## src/rtl/voh_pkg.sv

```systemverilog
// ----------------------------------------------------------------------------
// voh_pkg: shared types and constants of the voxel occupancy histogram.
// Holds operation codes, register indexes and the queue entry type.
// ----------------------------------------------------------------------------
package voh_pkg;

   localparam logic OP_ADD  = 1'b0;
   localparam logic OP_READ = 1'b1;

   localparam logic [2:0] REG_MIN_X  = 3'd0;
   localparam logic [2:0] REG_MIN_Y  = 3'd1;
   localparam logic [2:0] REG_MIN_Z  = 3'd2;
   localparam logic [2:0] REG_SIZE_X = 3'd3;
   localparam logic [2:0] REG_SIZE_Y = 3'd4;
   localparam logic [2:0] REG_SIZE_Z = 3'd5;

   localparam logic [30:0] SIZE_RESET = 31'd3277;
   localparam int QW = 8;   // stored index bits per axis (covers up to 256 cells)

   // One classified item handed from the front part to the back part.
   typedef struct packed {
      logic          op;
      logic          in_grid;
      logic [QW-1:0] ix;
      logic [QW-1:0] iy;
      logic [QW-1:0] iz;
      logic [31:0]   cx;
      logic [31:0]   cy;
      logic [31:0]   cz;
   } item_type;

   typedef enum logic [1:0] {
      FE_IDLE,
      FE_DIV,
      FE_PUSH
   } fe_state_type;

   typedef enum logic [2:0] {
      BE_CLEAR,
      BE_IDLE,
      BE_READ,
      BE_WAIT,
      BE_WRITE
   } be_state_type;

endpackage

```

## src/rtl/voh_queue.sv

```systemverilog
// ----------------------------------------------------------------------------
// voh_queue: two-entry queue of classified items between front and back.
// ----------------------------------------------------------------------------
module voh_queue (
   input  logic              clock,
   input  logic              reset,
   input  logic              push,
   input  voh_pkg::item_type din,
   output logic              full,
   input  logic              pop,
   output logic              empty,
   output voh_pkg::item_type dout
);

   voh_pkg::item_type slot_ff [2];
   logic       wp_ff, wp_in, rp_ff, rp_in;
   logic [1:0] cnt_ff, cnt_in;

   assign full  = (cnt_ff == 2'd2);
   assign empty = (cnt_ff == 2'd0);
   assign dout  = slot_ff[rp_ff];

   always_comb begin
      wp_in  = wp_ff ^ push;
      rp_in  = rp_ff ^ pop;
      cnt_in = cnt_ff + 2'(push) - 2'(pop);
   end

   always_ff @(posedge clock) begin
      if (push) begin
         slot_ff[wp_ff] <= din;
      end
   end

   always_ff @(posedge clock) begin
      if (reset) begin
         wp_ff  <= 1'b0;
         rp_ff  <= 1'b0;
         cnt_ff <= '0;
      end else begin
         wp_ff  <= wp_in;
         rp_ff  <= rp_in;
         cnt_ff <= cnt_in;
      end
   end

endmodule

```

## config.mk

```make
export PLATFORM = sky130hd
export DESIGN_NAME = voh_queue
export DESIGN_NICKNAME = d
export VERILOG_FILES = /design/src/rtl/voh_pkg.sv /design/src/rtl/voh_queue.sv
export SDC_FILE = /design/constraint.sdc
export NUM_CORES = 1
export LEC_CHECK = 0
export BUFFER_PORTS_ARGS = -buffer_cell sky130_fd_sc_hd__buf_4
export CORE_MARGIN = 2
export CORE_UTILIZATION = 47
export DETAILED_ROUTE_END_ITERATION = 8
export GPL_ROUTABILITY_DRIVEN = 0
export HOLD_SLACK_MARGIN = 0.12
export PLACE_DENSITY = 0.75
export REMOVE_ABC_BUFFERS = 1
export SYNTH_ARGS = -nofsm -noshare
export SYNTH_HDL_FRONTEND = slang
export SYNTH_SLANG_ARGS = --single-unit
```

## constraint.sdc

```tcl
create_clock -name clock -period 3.7 [get_ports clock]
set_input_delay 0.37 -clock clock [delete_from_list [all_inputs] [get_ports clock]]
set_output_delay 0.37 -clock clock [all_outputs]
set_load 0.005 [all_outputs]
```

==> results.md <==
- Clock share of power: 34.8%
- Initial antenna violation count: 1
- Status: complete, no violations
- Number of nets with antenna violations after routing: 0
- Final instance area: 0.0134 sq mm
- Switching part of the total: 21.0%
- Share of layout cells above drive strength 1: 50.7%
- Worst slew margin: 42.9%
- Hold WS: 0.203 ns
- Pin count of the biggest net entering global routing: 80
- Core ar.: 0.0195 sq mm
- Root buf cell: clkbuf_16
- Highest-count cells in the layout ignoring fill and taps: buf_4 (250), edfxtp_1 (244), dlygate4sd3_1 (124)
- Area grow syn2layout: 44.6%
- DRC Markers: 0
- Post-DP HPWL: 11.4 mm
- CTS buffer count: 25
- P_int: 5.16 mW
- CTS tree: built
- Cell variety after synth: 13
- Net load switching power: 1.37 mW
- Clock-pin slew on the worst setup and hold paths: 0.06 ns
- Vias in the first global route: 5532
- CP max stage delay: 0.66 ns
- Chip Height: 145 microns
- CP Capture Type: output port
- Die width: 145 microns
- Max-Cap Viols: 0
- Final nets: 919
- Critical path class: flip-flop to output port
- Arrival time worst endpoint: 2.13 ns
- CP delay by family, top: buffers and inverters
- CP Buf/Inv Count: 2
- DRT Pass-1 Iters: 4
- Crit path max-delay cell type: buf_4
- Clock skew: 0.0164 ns
- VDD IR max: 0.000409 V
- Max Slew Vio Count: 0
- Setup TNS: 0 ns
- IO Port Bufs: 249
- Max H-tree Level: 1
- Total die area: 0.0209 sq mm
- Min cycle time layout: 2.50 ns
- Initial DRC count: 195
- Placed cell areas: 0.0115 sq mm
- Netlist Area Pre-Place: 0.00929 sq mm
- Worst hold path class: input port to flip-flop
- Vias per cell: 4.71
- Insertion delay to the later sink of the worst-skew pair: 0.51 ns
- Critical Path, Cell by Cell: buf_4 > mux2_2 > buf_4
- Combinational power share: 14.3%
- Post-layout util: 69.0%
- Actual slew at the worst max-slew pin: 0.856 ns
- Top Ports: 250
- Total GRT Usage: 17.6%
- Maximum clock rate: 400 MHz
- Yosys warning total: 0
- Seq/Total Area, Yosys: 79.7%
- Leak pwr: 5.22 nW
- Top cell by count, worst path: buf_4
- Final period util: 67.7%
- Post-CTS setup buffers: 0
- Final hold violations: 0
- Commonest non-fill, non-tap cell in the layout: buf_4
- Worst setup SP type: flip-flop
- Grt ovf: 0
- Total power: 6.53 mW
- WL final: 19.1 mm
- Mean post-synth cell area: 23.3 sq um
- CTS max path bufs: 3
- Initial core utilization: 47.8%
- Post-cts resize count: 0
- Vias: 5056
- Synth Instances: 399
- Row count: 51
- Avg WL per Cell: 17.8 microns
- Worst path required time: 3.33 ns
- Power per cell area: 486 mW/mm^2
- CTS Sinks: 248
- Crit-path max FO: 57
- Seq pwr share: 51.0%
- Final setup fails: 0
- Global-route wire length before repair: 28.3 mm
- #FFs+latches synth: 248
- RSZ-0062 raised after global routing: false
## power by group through the flow
stage / combinational, mW / sequential [mW] / clock, mW
2_1_floorplan: 0.385 / 3.44 / 0
3_3_place_gp: 0.801 / 3.38 / 0
3_5_place_dp: 0.824 / 3.39 / 0
4_1_cts: 0.938 / 3.33 / 2.31
5_1_grt: 0.998 / 3.34 / 2.44
6_report: 0.932 / 3.33 / 2.27
## metal layers
metal / vias up / global-route usage [%] / share of wire (%)
met3: 35 / 5.53 / 7.4
met5: - / 0 / 0
met1: 2480 / 20.2 / 37
met4: 0 / 4.39 / 2.2
li1: 2359 / - / -
met2: 182 / 31.9 / 53
## state kept, by name, indices dropped and copies added, names as in the netlist
| name | flops |
|---|---|
| cnt_ff | 2 |
| wp_ff | 1 |
| rp_ff | 1 |
| slot_ff | 244 |
## tightest hold or removal path: cells and delay by family
kind | cells | cell delay (ns)
buffers and inverters | 1 | 0.13
adder cells (fa/ha/maj) | 1 | 0.13
AND/OR/NAND/NOR | 1 | 0.03
## worst paths after layout
kind	startpoint	end	slack [ns]	cells after the start
min	push	wp_ff	0.20	3
min reg2reg	wp_ff	wp_ff	0.63	3
max reg2reg	rp_ff	rp_ff	1.79	4
max	rp_ff	dout[39]	1.20	3
## cell usage after synthesis
| cell | count | area (sq um) |
|---|---|---|
| mux2_4 | 70 | 1050 |
| buf_8 | 1 | 15.0 |
| mux2_2 | 52 | 586 |
| ha_1 | 4 | 50.1 |
| nor2_1 | 4 | 15.0 |
| inv_1 | 3 | 11.3 |
| dfxtp_1 | 4 | 80.1 |
| buf_6 | 8 | 90.1 |
| nor2b_1 | 2 | 12.5 |
| edfxtp_1 | 244 | 7330 |
| buf_2 | 5 | 25.0 |
| xnor2_1 | 1 | 8.76 |
| xnor3_1 | 1 | 22.5 |
## what timing repair did
action                     CTS  global route
hold endpoints to repair   248             0
setup endpoints to repair    0             0
hold buffers               124             0
## layout make-up
type                    instances  area (sq um)
multi-input cells             134          1770
well taps                     265           332
flip-flops and latches        248          7410
inverters                       3          11.3
clock buffers                  32           652
diodes                          2          5.00
repair buffers                377          3180
fillers                      1227          6030
clock inverters                12          77.6
## kinds of logic (layout without fill, tap and decap cells)
family                     count (synthesis)  count (layout)  share of synthesized area [%]
and+or+nand+nor                            6               6                          0.296
muxes                                    122             122                           17.6
xor gates and xnor gates                   2               2                          0.337
buffers and inverters                     17             424                           1.52
adders and majority gates                  4               4                          0.539
other                                      0               2                              0
DFF                                      248             248                           79.7
## through the flow
| stage | setup slack (ns) | instances |
|---|---|---|
| 6_report | 1.20 | 1073 |
| 5_1_grt | 1.07 | 1072 |
| 4_1_cts | 1.17 | 1071 |
| 3_5_place_dp | 1.72 | 903 |
| 3_3_place_gp | 1.76 | 903 |
| 2_1_floorplan | -1.19 | 385 |
(Power assumes the default switching activity.)
