### config.mk
export PLATFORM = sky130hd
export DESIGN_NAME = voh_front
export DESIGN_NICKNAME = d
export VERILOG_FILES = /design/src/rtl/voh_pkg.sv /design/src/rtl/voh_div.sv /design/src/rtl/voh_front.sv
export SDC_FILE = /design/constraint.sdc
export NUM_CORES = 2
export LEC_CHECK = 0
export BUFFER_PORTS_ARGS = -buffer_cell sky130_fd_sc_hd__buf_2
export CORE_MARGIN = 2
export CORE_UTILIZATION = 60
export CTS_CLUSTER_SIZE = 16
export DETAILED_ROUTE_END_ITERATION = 8
export GPL_TIMING_DRIVEN = 0
export PLACE_DENSITY = 0.79
export SYNTH_ARGS = -nofsm -noshare
export SYNTH_HDL_FRONTEND = slang
export SYNTH_HIERARCHICAL = 1
export SYNTH_SLANG_ARGS = --single-unit
### constraint.sdc
create_clock -name clock -period 28 [get_ports clock]
set_clock_uncertainty 0.2 [all_clocks]
set_input_delay 2.8 -clock clock [delete_from_list [all_inputs] [get_ports clock]]
set_output_delay 2.8 -clock clock [all_outputs]
set_load 0.02 [all_outputs]
### src/rtl/voh_pkg.sv
// ----------------------------------------------------------------------------
// voh_pkg: shared types and constants of the voxel occupancy histogram.
// Holds operation codes, register indexes and the queue entry type.
// ----------------------------------------------------------------------------
package voh_pkg;

   localparam logic OP_ADD  = 1'b0;
   localparam logic OP_READ = 1'b1;

   localparam logic [2:0] REG_MIN_X  = 3'd0;
   localparam logic [2:0] REG_MIN_Y  = 3'd1;
   localparam logic [2:0] REG_MIN_Z  = 3'd2;
   localparam logic [2:0] REG_SIZE_X = 3'd3;
   localparam logic [2:0] REG_SIZE_Y = 3'd4;
   localparam logic [2:0] REG_SIZE_Z = 3'd5;

   localparam logic [30:0] SIZE_RESET = 31'd3277;
   localparam int QW = 8;   // stored index bits per axis (covers up to 256 cells)

   // One classified item handed from the front part to the back part.
   typedef struct packed {
      logic          op;
      logic          in_grid;
      logic [QW-1:0] ix;
      logic [QW-1:0] iy;
      logic [QW-1:0] iz;
      logic [31:0]   cx;
      logic [31:0]   cy;
      logic [31:0]   cz;
   } item_type;

   typedef enum logic [1:0] {
      FE_IDLE,
      FE_DIV,
      FE_PUSH
   } fe_state_type;

   typedef enum logic [2:0] {
      BE_CLEAR,
      BE_IDLE,
      BE_READ,
      BE_WAIT,
      BE_WRITE
   } be_state_type;

endpackage

### src/rtl/voh_div.sv
// ----------------------------------------------------------------------------
// voh_div: restoring divider, one quotient bit per cycle while step is high.
// Divides a 33-bit nonnegative offset by a 31-bit size in 33 steps.
// ----------------------------------------------------------------------------
module voh_div (
   input  logic        clock,
   input  logic        load,
   input  logic        step,
   input  logic [32:0] dividend,
   input  logic [30:0] divisor,
   output logic [32:0] quotient
);

   logic [32:0] quo_ff, quo_in;
   logic [31:0] rem_ff, rem_in;
   logic [30:0] dvs_ff;
   logic [32:0] trial;

   always_comb begin
      trial  = {rem_ff, quo_ff[32]} - {2'b00, dvs_ff};
      quo_in = {quo_ff[31:0], ~trial[32]};
      rem_in = trial[32] ? {rem_ff[30:0], quo_ff[32]} : trial[31:0];
   end

   // The quotient holds once the steps are done until the next load.
   always_ff @(posedge clock) begin
      if (load) begin
         quo_ff <= dividend;
         rem_ff <= '0;
         dvs_ff <= divisor;
      end else if (step) begin
         quo_ff <= quo_in;
         rem_ff <= rem_in;
      end
   end

   assign quotient = quo_ff;

endmodule

### src/rtl/voh_front.sv
// ----------------------------------------------------------------------------
// voh_front: accepts items, computes cell indices and cell centers.
// Adds run three dividers; reads compute centers with one multiply per axis.
// ----------------------------------------------------------------------------
module voh_front #(
   parameter int CELLS_X = 32,
   parameter int CELLS_Y = 32,
   parameter int CELLS_Z = 32
) (
   input  logic                clock,
   input  logic                reset,
   input  logic                start,
   output logic                busy,
   input  logic                op,
   input  logic [31:0]         px,
   input  logic [31:0]         py,
   input  logic [31:0]         pz,
   input  logic [4:0]          qx,
   input  logic [4:0]          qy,
   input  logic [4:0]          qz,
   input  logic [31:0]         min_x,
   input  logic [31:0]         min_y,
   input  logic [31:0]         min_z,
   input  logic [30:0]         size_x,
   input  logic [30:0]         size_y,
   input  logic [30:0]         size_z,
   output logic                push,
   output voh_pkg::item_type   item,
   input  logic                full
);

   localparam int CNT_W = 6;
   localparam logic [CNT_W-1:0] DIV_STEPS = CNT_W'(33);

   voh_pkg::fe_state_type state_ff, state_in;
   logic [CNT_W-1:0] cnt_ff, cnt_in;
   logic             op_ff, neg_ff;
   logic [4:0]       qx_ff, qy_ff, qz_ff;
   logic [32:0]      dx, dy, dz;
   logic [32:0]      quo_x, quo_y, quo_z;
   logic             accept, load, step;
   logic             in_x, in_y, in_z;
   logic [31:0]      cx, cy, cz;

   assign accept = start && !busy;
   assign load   = accept;
   assign step   = (state_ff == voh_pkg::FE_DIV);

   assign dx = {px[31], px} - {min_x[31], min_x};
   assign dy = {py[31], py} - {min_y[31], min_y};
   assign dz = {pz[31], pz} - {min_z[31], min_z};

   voh_div u_div_x (.clock, .load, .step, .dividend(dx), .divisor(size_x), .quotient(quo_x));
   voh_div u_div_y (.clock, .load, .step, .dividend(dy), .divisor(size_y), .quotient(quo_y));
   voh_div u_div_z (.clock, .load, .step, .dividend(dz), .divisor(size_z), .quotient(quo_z));

   // Center: min + idx*size + size/2, saturated to 32 signed bits.
   function automatic logic [31:0] centre(input logic [4:0] idx, input logic [31:0] lo,
                                          input logic [30:0] sz);
      logic signed [38:0] c;
      begin
         c = 39'(signed'(lo)) + signed'({3'b000, 36'(idx * sz)})
             + signed'({9'd0, sz[30:1]});
         if (c > 39'sh7FFFFFFF) begin
            centre = 32'h7FFFFFFF;
         end else if (c < -39'sh80000000) begin
            centre = 32'h80000000;
         end else begin
            centre = c[31:0];
         end
      end
   endfunction

   assign cx = centre(qx_ff, min_x, size_x);
   assign cy = centre(qy_ff, min_y, size_y);
   assign cz = centre(qz_ff, min_z, size_z);

   assign in_x = (size_x != '0) && (quo_x < 33'(CELLS_X));
   assign in_y = (size_y != '0) && (quo_y < 33'(CELLS_Y));
   assign in_z = (size_z != '0) && (quo_z < 33'(CELLS_Z));

   always_ff @(posedge clock) begin
      if (accept) begin
         op_ff  <= op;
         neg_ff <= dx[32] | dy[32] | dz[32];
         qx_ff  <= qx;
         qy_ff  <= qy;
         qz_ff  <= qz;
      end
   end

   always_comb begin
      state_in = state_ff;
      cnt_in   = cnt_ff;
      unique case (state_ff)
         voh_pkg::FE_IDLE: begin
            if (accept) begin
               state_in = (op == voh_pkg::OP_ADD) ? voh_pkg::FE_DIV : voh_pkg::FE_PUSH;
               cnt_in   = '0;
            end
         end
         voh_pkg::FE_DIV: begin
            cnt_in = cnt_ff + CNT_W'(1);
            if (cnt_ff == DIV_STEPS - CNT_W'(1)) begin
               state_in = voh_pkg::FE_PUSH;
            end
         end
         voh_pkg::FE_PUSH: begin
            if (!full) begin
               state_in = voh_pkg::FE_IDLE;
            end
         end
         default: state_in = voh_pkg::FE_IDLE;
      endcase
   end

   always_comb begin
      busy = (state_ff != voh_pkg::FE_IDLE);
      push = (state_ff == voh_pkg::FE_PUSH) && !full;
      item.op = op_ff;
      if (op_ff == voh_pkg::OP_ADD) begin
         item.in_grid = !neg_ff && in_x && in_y && in_z;
         item.ix = quo_x[voh_pkg::QW-1:0];
         item.iy = quo_y[voh_pkg::QW-1:0];
         item.iz = quo_z[voh_pkg::QW-1:0];
         item.cx = '0;
         item.cy = '0;
         item.cz = '0;
      end else begin
         item.in_grid = (32'(qx_ff) < 32'(CELLS_X)) && (32'(qy_ff) < 32'(CELLS_Y))
                        && (32'(qz_ff) < 32'(CELLS_Z));
         item.ix = voh_pkg::QW'(qx_ff);
         item.iy = voh_pkg::QW'(qy_ff);
         item.iz = voh_pkg::QW'(qz_ff);
         item.cx = cx;
         item.cy = cy;
         item.cz = cz;
      end
   end

   always_ff @(posedge clock) begin
      if (reset) begin
         state_ff <= voh_pkg::FE_IDLE;
         cnt_ff   <= '0;
      end else begin
         state_ff <= state_in;
         cnt_ff   <= cnt_in;
      end
   end

endmodule

==> metrics.md <==
| Metric | Value |
|---|---|
| DRC violations left | `0` |
| Die height | `284 µm` |
| GRT Residual Overflow | `0` |
| Mapped Area | `47100 µm²` |
| Hold buffers post-CTS | `0` |
| Worst Slack Setup Final | `12350 ps` |
| Min Hold Slack | `290 ps` |
| P_leak | `24.7 nW` |
| Synth area leader | `fa_1` |
| Overall Power | `5.85 mW` |
| RSZ-0062 raised after global routing | `no` |
| Comb pwr share | `0.798` |
| Mean post-synth cell area | `8.51 µm²` |
| Synth top area share | `0.153` |
| Layout cells sized above 1 | `0.125` |
| Most frequent cell after synthesis | `inv_1` |
| Crit Path Max Fanout | `10` |
| Mapped Cells | `5534` |
| Rows | `102` |
| DP HPWL | `129 mm` |
| Kind of critical path | `input port to output port` |
| Nets | `7120` |
| Most Frequent Cell on Critical Path | `a21oi_1` |
| Slew Limit Fails | `0` |
| Initial DRT Pass Iterations | `7` |
| Min-delay worst type | `flop to flop` |
| Clk slew on worst S/H paths | `70 ps` |
| Antenna Nets Post-Route | `0` |
| Startpoint Class | `input port` |
| Syn_nets | `6648` |
| Post-Layout Cell Count | `7090` |
| Final hold viol count | `0` |
| Power Density | `112 nW/µm²` |
| Post-CTS setup repair buffer count | `0` |
| Clock power frac | `0.098` |
| Vias per cell | `6.14` |
| Synth async-reset ratio | `0` |
| Cell Int Power | `2.69 mW` |
| Die width | `284 µm` |
| Final setup fails | `0` |
| Worst VDD drop | `0.121 mV` |
| Avg WL per Cell | `22.1 µm` |
| Max Freq | `0.0639 GHz` |
| Synth top cells by count | `inv_1, ha_1, nand2_1` |
| Sw power | `3.16 mW` |
| Port buffer count | `427` |
| Fillers | `6716` |
| IO Pins | `429` |
| Most common flop cell mapped by yosys | `edfxtp_1` |
| Post-CTS sizing | `0` |
| Part of the power in registers | `0.104` |
| Layout area overhead | `10.7%` |
| Global Route Usage Sum | `0.380` |
| Crit path time final | `15650 ps` |
| Initial drt markers | `3651` |
| Routed WL | `157 mm` |
| Clock tree buffer depth | `3` |
| Max stage delay cell, worst path | `a211oi_1` |
| Die ar. | `80800 µm²` |
| Pin count of the biggest net entering global routing | `84` |
| DR vias | `43521` |
| Outcome | `finished clean` |
| EDFF count, synth | `209` |
| CTS tree | `yes` |
| CP Capture Type | `output port` |
| Clock Latency Late Sink | `600 ps` |
| Data arrival, critical path | `12650 ps` |
| Starting Density | `0.607` |
| Sw Share | `0.540` |
| Max-slew headroom at the worst pin | `0.181` |
| Yosys warns | `6` |
| Vias in the first global route | `42526` |
| Final cycle utilization of the critical path | `0.559` |
| Yosys reg bits | `313` |
| Cell count after placement | `7002` |
| Seq/Total Area, Yosys | `0.177` |
| TritonCTS Sinks | `313` |
| Core area | `77600 µm²` |
| Num CTS Buffers | `39` |
| Setup TNS | `0 ps` |
| Gp weighted congestion | `0.983` |
| Root Driver | `clkbuf_16` |
| Setup WS pre-CTS | `12440 ps` |
| H-tree levels | `2` |
| Max-cap check violation count | `0` |
| First-pass GRT wire length | `240 mm` |
| Ranking of synthesized cells by area | `fa_1, edfxtp_1, ha_1` |
| Critical Path RT | `25000 ps` |
| Cell variety after synth | `107` |
| Initial antenna violation count | `25` |
| Slowest stage delay, CP | `590 ps` |
| Slew @ Worst Pin | `1230 ps` |
[cell type report]
type | count | area [µm²] | area share
repair buffers | 431 | 2230 | 0.0428
plain buffers | 183 | 836 | 0.0160
clock buffers | 47 | 1110 | 0.0213
inverters | 693 | 2610 | 0.0500
diodes | 13 | 32.5 | 0.000624
well taps | 1040 | 1300 | 0.0250
flip-flops and latches | 313 | 8360 | 0.160
clock inverters | 25 | 353 | 0.00677
multi-input cells | 4345 | 35300 | 0.677
[metrics by stage]
stage | util | area (µm²)
2_1_floorplan | - | 47100
3_3_place_gp | 0.651 | 50500
3_5_place_dp | 0.652 | 50600
4_1_cts | 0.671 | 52000
5_1_grt | 0.672 | 52100
6_report | 0.672 | 52100
[kinds of logic (layout without fill, tap and decap cells)]
family,count (synthesis),after routing,share of synthesized area
adder cells (fa/ha/maj),809,809,0.272
other,0,13,0
multiplexers,138,138,0.0325
XOR/XNOR,322,322,0.0599
AO/OA/AOI/OAI,1448,1448,0.207
AND/OR/NAND/NOR,1628,1628,0.178
flip-flops,313,313,0.177
buffers and inverters,876,1379,0.0730
[sequential cells by signal, summed over array words and instances (netlist names), 6 cells and up]
signal	flops
u_div_x/dvs_ff	31
u_div_z/rem_ff	32
u_div_x/rem_ff	32
u_div_z/dvs_ff	31
u_div_y/dvs_ff	31
u_div_y/quotient	33
cnt_ff	6
u_div_y/rem_ff	32
u_div_z/quotient	33
u_div_x/quotient	33
[final timing paths]
check                                  startpoint                              end  slack (ps)  depth (start not counted)
setup / recovery                        size_z[7]                          item[1]       12350                         37
setup reg to reg   u_div_x/quotient[32]$_DFFE_PP_  u_div_x/rem_ff[17]$_SDFFE_PP0P_       23510                         12
hold reg to reg   u_div_z/rem_ff[19]$_SDFFE_PP0P_  u_div_z/rem_ff[19]$_SDFFE_PP0P_         290                          2
hold / removal    u_div_z/rem_ff[19]$_SDFFE_PP0P_  u_div_z/rem_ff[19]$_SDFFE_PP0P_         290                          2
[layout by cell type, fill, tap and decap left out, types with 43 or more instances in the layout]
cell	instances
nor2_1	283
dfxtp_1	104
nand4_1	60
o21ai_0	216
nor4_1	60
clkbuf_16	43
nor3_1	74
inv_1	690
fa_1	360
ha_1	449
a211oi_1	51
a21oi_1	413
xor2_1	103
mux2_2	118
a21o_1	199
o21a_1	64
xnor2_1	219
nand3_1	96
nor2b_1	54
nand2b_1	56
buf_2	447
clkbuf_1	145
and3_1	50
o211ai_1	57
edfxtp_1	209
o21bai_1	61
nand2_1	429
and2_1	365
[power by group through the flow]
stage | Clock, mW | Sequential [mW] | Combinational, mW
6_report | 0.572 | 0.608 | 4.67
5_1_grt | 0.595 | 0.611 | 5.10
4_1_cts | 0.575 | 0.607 | 4.59
3_5_place_dp | 0 | 0.615 | 4.55
3_3_place_gp | 0 | 0.616 | 4.53
2_1_floorplan | 0 | 0.593 | 3.37
[critical path, delay by kind of cell]
kind                     cells  cell delay [ps]
AND/OR/NAND/NOR             11             2450
AO/OA/AOI/OAI               12             3060
XOR/XNOR                     2              410
buffers and inverters        6             1140
adder cells (fa/ha/maj)      6             2730
[metal layers]
metal	part of all wire	track usage	vias up
met5	0.00090	0	-
met4	0.051	0.177	20
met3	0.086	0.0783	358
met2	0.46	0.612	1848
met1	0.41	0.490	21006
li1	-	-	20289
No activity file was read; power rests on OpenSTA's default activity.
